`config.mk`:
```
export PLATFORM = sky130hd
export DESIGN_NAME = acia_uart_rx_fifo_registers
export DESIGN_NICKNAME = d
export VERILOG_FILES = /design/src/rtl/auart_pkg.sv /design/src/rtl/auart_rx_ring.sv /design/src/rtl/acia_uart_rx_fifo_registers.sv
export SDC_FILE = /design/constraint.sdc
export NUM_CORES = 1
export LEC_CHECK = 0
export BUFFER_PORTS_ARGS = -buffer_cell sky130_fd_sc_hd__buf_2
export CAP_MARGIN = 20
export CORE_MARGIN = 4
export CORE_UTILIZATION = 37
export CTS_CLUSTER_DIAMETER = 50
export DETAILED_ROUTE_END_ITERATION = 8
export SYNTH_ARGS = -nofsm -noshare
export SYNTH_HDL_FRONTEND = slang
export SYNTH_SLANG_ARGS = --single-unit
export TNS_END_PERCENT = 30
```
`constraint.sdc`:
```
create_clock -name i_clk -period 8.6 [get_ports i_clk]
set_clock_uncertainty 0.2 [all_clocks]
set_input_delay 1.72 -clock i_clk [delete_from_list [all_inputs] [get_ports i_clk]]
set_output_delay 1.72 -clock i_clk [all_outputs]
set_load 0.02 [all_outputs]
```
`src/rtl/auart_pkg.sv`:
```
`timescale 1ns / 1ps
// ---------------------------------------------------------------------------
// auart_pkg
// shared types and constants of the serial adapter register block
// ---------------------------------------------------------------------------
package auart_pkg;

    localparam int RING_SLOTS = 16;
    localparam int PTR_W      = $clog2(RING_SLOTS);

    typedef logic [PTR_W-1:0] t_ptr;

    typedef enum logic [1:0] {
        KIND_READ  = 2'd0,
        KIND_WRITE = 2'd1,
        KIND_RX    = 2'd2,
        KIND_NONE  = 2'd3
    } t_kind;

    localparam logic [15:0] OFF_DATA    = 16'd0;
    localparam logic [15:0] OFF_STATUS  = 16'd1;
    localparam logic [15:0] OFF_COMMAND = 16'd2;
    localparam logic [15:0] OFF_CONTROL = 16'd3;

    localparam logic [7:0] CMD_RESET      = 8'h02;
    localparam logic [7:0] CMD_KEEP_MASK  = 8'h70;
    localparam logic [7:0] CTRL_RESET     = 8'h00;
    localparam logic [7:0] ST_TX_EMPTY    = 8'h10;
    localparam logic [7:0] ST_RX_FULL     = 8'h08;
    localparam logic [7:0] ST_OVERRUN     = 8'h04;

    typedef struct packed {
        logic push;
        logic pop;
        logic flush;
    } t_ring_ctl;

    typedef struct packed {
        logic empty;
        logic full;
        logic last;
    } t_ring_sts;

    function automatic t_ptr ptr_next(input t_ptr p);
        t_ptr r;
        if (p == t_ptr'(RING_SLOTS - 1)) begin
            r = '0;
        end else begin
            r = p + t_ptr'(1);
        end
        return r;
    endfunction

endpackage

```
`src/rtl/auart_rx_ring.sv`:
```
`timescale 1ns / 1ps
// ---------------------------------------------------------------------------
// auart_rx_ring
// receive ring: slot storage with head and tail pointers, one slot spare
// ---------------------------------------------------------------------------
module auart_rx_ring
    import auart_pkg::*;
(
    input  logic      i_clk,
    input  logic      i_rst_n,
    input  t_ring_ctl i_ctl,
    input  logic [7:0] i_data,
    output t_ring_sts o_sts,
    output logic [7:0] o_data
);

    logic [7:0] r_slot [RING_SLOTS];
    t_ptr       r_head;
    t_ptr       r_tail;
    t_ptr       n_head;
    t_ptr       n_tail;

    always_comb begin
        o_sts.empty = (r_head == r_tail);
        o_sts.full  = (ptr_next(r_head) == r_tail);
        o_sts.last  = (ptr_next(r_tail) == r_head);
        o_data      = r_slot[r_tail];
    end

    always_comb begin
        n_head = r_head;
        n_tail = r_tail;
        if (i_ctl.flush) begin
            n_head = '0;
            n_tail = '0;
        end else begin
            if (i_ctl.push && !o_sts.full) begin
                n_head = ptr_next(r_head);
            end
            if (i_ctl.pop && !o_sts.empty) begin
                n_tail = ptr_next(r_tail);
            end
        end
    end

    always_ff @(posedge i_clk) begin
        if (!i_rst_n) begin
            r_head <= '0;
            r_tail <= '0;
        end else begin
            r_head <= n_head;
            r_tail <= n_tail;
        end
    end

    always_ff @(posedge i_clk) begin
        if (i_ctl.push && !i_ctl.flush && !o_sts.full) begin
            r_slot[r_head] <= i_data;
        end
    end

endmodule

```
`src/rtl/acia_uart_rx_fifo_registers.sv`:
```
`timescale 1ns / 1ps
// ---------------------------------------------------------------------------
// acia_uart_rx_fifo_registers
// register face of a serial adapter with a receive ring
// ---------------------------------------------------------------------------
// Input channel (i_in_valid / o_in_ready) carries one word per bus read,
// bus write or byte received from the line: i_kind, i_address, i_data.
// Output channel (o_out_valid / i_out_ready) returns one word per input
// word: o_read_data, o_tx_valid, o_tx_byte.
// The configuration channel (i_cfg_valid / o_cfg_ready) sets the base
// address of the four registers; it is always ready. The user must see that
// it is written only while the block is idle; the block does not enforce it.
// A word passes an input register and then the decode and register update
// logic that loads the output register; one word is taken every cycle
// while the receiver keeps taking output words.
// The ring holds up to RING_SLOTS-1 received bytes; a byte into a full
// ring is dropped and raises overrun.
// When the receiver stalls, the output word holds and the input register
// fills; o_in_ready then drops until the output moves.
// Synchronous reset empties the ring and restores status 0x10, command 0x02,
// control 0 and base address 0; no clearing pass is needed.
// ---------------------------------------------------------------------------
module acia_uart_rx_fifo_registers
    import auart_pkg::*;
(
    input  logic        i_clk,
    input  logic        i_rst_n,
    input  logic        i_in_valid,
    output logic        o_in_ready,
    input  logic [1:0]  i_kind,
    input  logic [15:0] i_address,
    input  logic [7:0]  i_data,
    output logic        o_out_valid,
    input  logic        i_out_ready,
    output logic [7:0]  o_read_data,
    output logic        o_tx_valid,
    output logic [7:0]  o_tx_byte,
    input  logic        i_cfg_valid,
    output logic        o_cfg_ready,
    input  logic [15:0] i_cfg_base_address
);

    logic        r_s1_valid;
    logic [1:0]  r_s1_kind;
    logic [15:0] r_s1_addr;
    logic [7:0]  r_s1_data;

    logic [15:0] r_base;
    logic [7:0]  r_command;
    logic [7:0]  r_control;
    logic        r_overrun;
    logic        r_rx_full;

    logic        r_out_valid;
    logic [7:0]  r_read_data;
    logic        r_tx_valid;
    logic [7:0]  r_tx_byte;

    logic        out_load;
    logic        s1_fire;
    logic [15:0] offset;
    logic [7:0]  status;
    t_ring_ctl   ring_ctl;
    t_ring_sts   ring_sts;
    logic [7:0]  ring_data;

    logic [7:0]  n_read_data;
    logic        n_tx_valid;
    logic [7:0]  n_tx_byte;
    logic [7:0]  n_command;
    logic [7:0]  n_control;
    logic        n_overrun;
    logic        n_rx_full;

    assign out_load    = !r_out_valid || i_out_ready;
    assign s1_fire     = r_s1_valid && out_load;
    assign o_in_ready  = !r_s1_valid || out_load;
    assign o_cfg_ready = 1'b1;

    assign offset = r_s1_addr - r_base;
    assign status = ST_TX_EMPTY | (r_rx_full ? ST_RX_FULL : 8'h00)
                  | (r_overrun ? ST_OVERRUN : 8'h00);

    auart_rx_ring u_ring (
        .i_clk   (i_clk),
        .i_rst_n (i_rst_n),
        .i_ctl   (ring_ctl),
        .i_data  (r_s1_data),
        .o_sts   (ring_sts),
        .o_data  (ring_data)
    );

    always_comb begin
        ring_ctl    = '0;
        n_read_data = 8'h00;
        n_tx_valid  = 1'b0;
        n_tx_byte   = 8'h00;
        n_command   = r_command;
        n_control   = r_control;
        n_overrun   = r_overrun;
        n_rx_full   = r_rx_full;
        if (s1_fire) begin
            case (t_kind'(r_s1_kind))
                KIND_READ: begin
                    case (offset)
                        OFF_DATA: begin
                            if (!ring_sts.empty) begin
                                n_read_data  = ring_data;
                                ring_ctl.pop = 1'b1;
                                if (ring_sts.last) begin
                                    n_rx_full = 1'b0;
                                end
                            end
                        end
                        OFF_STATUS:  n_read_data = status;
                        OFF_COMMAND: n_read_data = r_command;
                        OFF_CONTROL: n_read_data = r_control;
                        default:     n_read_data = 8'h00;
                    endcase
                end
                KIND_WRITE: begin
                    case (offset)
                        OFF_DATA: begin
                            n_tx_valid = 1'b1;
                            n_tx_byte  = r_s1_data;
                        end
                        OFF_STATUS: begin
                            n_command      = (r_command & CMD_KEEP_MASK) | CMD_RESET;
                            n_overrun      = 1'b0;
                            ring_ctl.flush = 1'b1;
                        end
                        OFF_COMMAND: n_command = r_s1_data;
                        OFF_CONTROL: n_control = r_s1_data;
                        default:     n_command = r_command;
                    endcase
                end
                KIND_RX: begin
                    if (ring_sts.full) begin
                        n_overrun = 1'b1;
                    end else begin
                        ring_ctl.push = 1'b1;
                        n_rx_full     = 1'b1;
                    end
                end
                default: n_tx_valid = 1'b0;
            endcase
        end
    end

    always_ff @(posedge i_clk) begin
        if (!i_rst_n) begin
            r_s1_valid  <= 1'b0;
            r_out_valid <= 1'b0;
            r_base      <= 16'h0000;
            r_command   <= CMD_RESET;
            r_control   <= CTRL_RESET;
            r_overrun   <= 1'b0;
            r_rx_full   <= 1'b0;
        end else begin
            if (o_in_ready) begin
                r_s1_valid <= i_in_valid;
            end
            if (out_load) begin
                r_out_valid <= r_s1_valid;
            end
            if (i_cfg_valid) begin
                r_base <= i_cfg_base_address;
            end
            r_command <= n_command;
            r_control <= n_control;
            r_overrun <= n_overrun;
            r_rx_full <= n_rx_full;
        end
    end

    always_ff @(posedge i_clk) begin
        if (o_in_ready && i_in_valid) begin
            r_s1_kind <= i_kind;
            r_s1_addr <= i_address;
            r_s1_data <= i_data;
        end
        if (s1_fire) begin
            r_read_data <= n_read_data;
            r_tx_valid  <= n_tx_valid;
            r_tx_byte   <= n_tx_byte;
        end
    end

    assign o_out_valid = r_out_valid;
    assign o_read_data = r_read_data;
    assign o_tx_valid  = r_tx_valid;
    assign o_tx_byte   = r_tx_byte;

    // a sent byte never carries read data
    a_tx_no_read: assert property (@(posedge i_clk) disable iff (!i_rst_n)
        o_out_valid && o_tx_valid |-> o_read_data == 8'h00)
        else $error("tx word carries read data");

    // idle tx lane stays zero
    a_tx_byte_zero: assert property (@(posedge i_clk) disable iff (!i_rst_n)
        o_out_valid && !o_tx_valid |-> o_tx_byte == 8'h00)
        else $error("tx byte without tx valid");

    // program reset clears overrun and empties the ring
    a_prog_reset: assert property (@(posedge i_clk) disable iff (!i_rst_n)
        ring_ctl.flush |=> !r_overrun && ring_sts.empty)
        else $error("program reset left ring or overrun");

    // a stalled word in the input register is kept
    a_s1_hold: assert property (@(posedge i_clk) disable iff (!i_rst_n)
        r_s1_valid && !out_load |=> r_s1_valid && $stable(r_s1_addr))
        else $error("input register lost a word");

    // overrun only rises on a byte into a full ring
    a_overrun_rise: assert property (@(posedge i_clk) disable iff (!i_rst_n)
        !r_overrun && n_overrun |-> ring_sts.full && s1_fire)
        else $error("overrun without full ring");

endmodule
```
==> run_results.csv <==
group,metric,value,unit
outcome,status,"complete, no violations",
worst_setup_path,path_class,"in2out",
route,wl_per_cell,20.3,um
die,rows,59,
power_and_ir_drop,p_leak,0.00404,uW
worst_setup_path,cp_data_arrival_time,2.30,ns
clock_tree,cts_sinks,219,
clock_tree,cts_tree,"built",
worst_setup_path,slowest_delay,0.22,ns
route,drc,0,
die,io_pins,67,
worst_setup_path,end_kind,"output pin",
global_route,track_usage,15.7,%
finish,num_antenna_cells,0,
clock_tree,htree_levels,1,
worst_setup_path,path_cells,"buf_2, nor2b_1, nand2_1, buf_2",
worst_setup_path,worstPathRequired,6.68,ns
global_route,grt_max_degree,33,
route,viasPerCell,5.43,
finish,fin_nets,856,
synthesis,yosysTopAreaCellShare,51.5,%
global_route,grt_pass1_wl,35900,um
synthesis,synth_fp_nets,794,
worst_setup_path,path_max_fanout,4,
worst_setup_path,r2r_cells,11,
placement,portBuffers,65,
die,die_x,172,um
route,drtIter0Drc,435,
worst_setup_path,crit_cells,4,
timing,fin_crit_sh,49.0,%
clock_tree,cts_inserted_buffers,28,
timing,grt_setup_unrepaired,"false",
timing,tns,0,ns
power_and_ir_drop,p_int,1960,uW
clock_tree,cts_setup_buffers,0,
timing,slew_headroom,26.6,%
worst_setup_path,cp-start-kind,"input port",
finish,area_delta_synth_final,15.9,%
timing,worst_slack,4.38,ns
synthesis,syn_inst,725,
power_and_ir_drop,ir_drop,0.118,mV
clock_tree,post_cts_resized,0,
route,totalWireLength,23100,um
worst_hold_path,holdPathStages,2,
global_route,grt_pass1_vias,6178,
clock_tree,holdBufCountCts,0,
placement,pre_cts_slack,3.86,ns
power_and_ir_drop,p_sw_share,22.9,%
synthesis,ys_async_sr_fraction,0,%
timing,setup_viol,0,
power_and_ir_drop,seqPwrFrac,46.5,%
synthesis,synth_top_area_cell,"edfxtp_1",
power_and_ir_drop,p_comb_share,7.0,%
power_and_ir_drop,powerDensity,220,nW/um2
clock_tree,path_clk_slew,0.06,ns
global_route,antenna_found_initial,0,
die,die_area,29600,um2
clock_tree,clock_tree.buffer_depth,3,
synthesis,synth_area,9960,um2
worst_hold_path,hold_class,"reg2reg",
clock_tree,worst_skew_pair.late_latency,0.54,ns
run,max_cap_viol_count,0,
synthesis,ys_warn_count,0,
finish,drive_above_1_share,22.3,%
route,vias,6196,
timing,tightestPinTransition,1.09,ns
power_and_ir_drop,clkPwrFrac,46.5,%
die,initial_core_util,37.9,%
timing,finalHoldViolCount,0,
worst_setup_path,cp_common_cell,"buf_2",
clock_tree,clockRootBuffer,"clkbuf_16",
timing,drv_slew,0,
worst_setup_path,path_buf_inv,2,
finish,multiInputGateArea,3590,um2
timing,fin_crit,4.22,ns
finish,ff_latch_area,6100,um2
synthesis,synth_edf_count,171,
placement,dp_hpwl,15600,um
route,first_pass_iters,5,
worst_setup_path,crit_slowest_cell,"nor2b_1",
route,antenna_left,0,
power_and_ir_drop,p_switching,581,uW
synthesis,ys_ff_latch,219,
timing,max_freq,237,MHz
synthesis,ys_types,64,
synthesis,synth.area.top_cells,"edfxtp_1 52%, dfxtp_1 9.6%, mux4_2 9.0%",
global_route,overflow,0,
finish,fillers,2385,
synthesis,ys_seq_area_share,61.2,%
placement,place_congestion,0.898,
synthesis,synth_ff_type,"edfxtp_1",
die,die_h,172,um
die,core_area,26300,um2
worst_setup_path,critPathTopFamily,"simple AND/OR/NAND/NOR gates",
synthesis,synth_area_per_cell,13.7,um2
==> per-layer routing <==
layer | part of all wire [%] | vias up | GRT usage [%]
met1 | 44 | 3023 | 21.3
met4 | 4.3 | 0 | 6.73
met2 | 47 | 198 | 24.7
li1 | - | 2913 | -
met3 | 5.3 | 62 | 3.02
met5 | 0 | - | 0
==> sequential cells by signal, indices dropped and copies added, names as in the netlist, named ones only <==
register and flops:
u_ring.r_slot 128, r_base 16, r_s1_addr 16, o_read_data 8, o_tx_byte 8, r_command 8, r_control 8, r_s1_data 8
u_ring.r_head 4, u_ring.r_tail 4, r_s1_kind 2, o_out_valid 1, o_tx_valid 1, r_overrun 1, r_rx_full 1, r_s1_valid 1
==> kinds of logic (layout without fill, tap and decap cells) <==
family,count (synthesis),count (layout),synth area share [%]
muxes,78,78,12.9
other,1,1,0.0376
adders and majority gates,22,22,2.84
DFF,219,219,61.2
and+or+nand+nor,214,214,11.4
xor gates and xnor gates,14,14,1.23
buffers and inverters,69,151,2.80
AOI/OAI and AO/OA,108,108,7.70
==> worst paths after layout <==
check	slack, ns	startpoint	endpoint
max reg2reg	4.51	r_s1_addr[0]$_DFFE_PP_	o_read_data[1]$_SDFFCE_PN0P_
min	0.26	r_command[5]$_SDFFE_PN0P_	r_command[5]$_SDFFE_PN0P_
max	4.38	i_out_ready	o_in_ready
min reg2reg	0.26	r_command[5]$_SDFFE_PN0P_	r_command[5]$_SDFFE_PN0P_
==> final cells by class <==
| class | count | share of cell area [%] |
|---|---|---|
| clock buffer | 31 | 6.35 |
| clock inverter | 19 | 1.85 |
| timing repair buffer | 71 | 3.32 |
| inverter | 30 | 0.975 |
| tap | 335 | 3.63 |
| multi-input combinational | 437 | 31.1 |
| sequential | 219 | 52.8 |
==> cells in the final DEF (no fill, tap or decap), types with 4 or more instances in the layout <==
cell type / n
a21oi_1: 30
nor3b_1: 11
nand4_1: 10
nor3_1: 13
o211a_1: 4
clkinv_2: 5
and2_1: 14
a2111oi_2: 4
ha_1: 21
a21o_1: 4
or3_1: 5
buf_2: 65
o21a_1: 4
clkbuf_16: 29
nand4b_1: 5
xor2_1: 7
mux2i_1: 38
nand2_1: 46
a211oi_1: 6
o211ai_1: 6
nor4_2: 4
dfxtp_1: 47
edfxtp_1: 171
o21ai_0: 18
xnor2_1: 7
nand3_1: 14
nor4_1: 5
clkinv_1: 4
a221oi_1: 4
or2_2: 5
a31oi_1: 8
nor2_1: 60
nand2b_1: 4
inv_1: 30
bufinv_16: 4
nor2b_1: 6
mux4_2: 40
==> cell usage after synthesis, drive strengths merged (3+ instances only) <==
| library cell | n |
|---|---|
| a2111oi | 8 |
| a211oi | 6 |
| a21o | 4 |
| a21oi | 31 |
| a221oi | 4 |
| a31oi | 8 |
| and2 | 14 |
| buf | 15 |
| clkbuf | 24 |
| dfxtp | 48 |
| edfxtp | 171 |
| ha | 21 |
| inv | 30 |
| mux2i | 38 |
| mux4 | 40 |
| nand2 | 47 |
| nand2b | 4 |
| nand3 | 14 |
| nand4 | 10 |
| nand4b | 5 |
| nor2 | 60 |
| nor2b | 6 |
| nor3 | 13 |
| nor3b | 11 |
| nor4 | 10 |
| o211a | 4 |
| o211ai | 6 |
| o21a | 4 |
| o21ai | 20 |
| or2 | 6 |
| or3 | 5 |
| or4 | 3 |
| xnor2 | 7 |
| xor2 | 7 |
==> power groups by stage <==
stage               sequential, uW  clock, uW  combinational (uW)
finish                        1180       1180                 178
global route                  1180       1260                 199
CTS                           1180       1210                 178
detailed placement            1200          0                 177
global placement              1200          0                 176
floorplan                     1200          0                 125
==> tightest hold or removal path, cell delays in order (launching register included) <==
cell and delay (ns):
dfxtp_1 0.31, nand2_1 0.05, mux2i_1 0.05
==> per-stage QoR <==
step           area (um2)  power [uW]  utilization (%)  hold slack, ns  instances
2_1_floorplan        9960        1320                -           0.234        725
3_3_place_gp        10600        1380             40.2           0.244       1089
3_5_place_dp        10600        1380             40.2           0.252       1089
4_1_cts             11500        2570             43.8           0.260       1139
5_1_grt             11500        2640             43.9           0.275       1142
6_report            11500        2540             43.9           0.258       1142
Note: power is estimated with default switching activity, not from simulation.
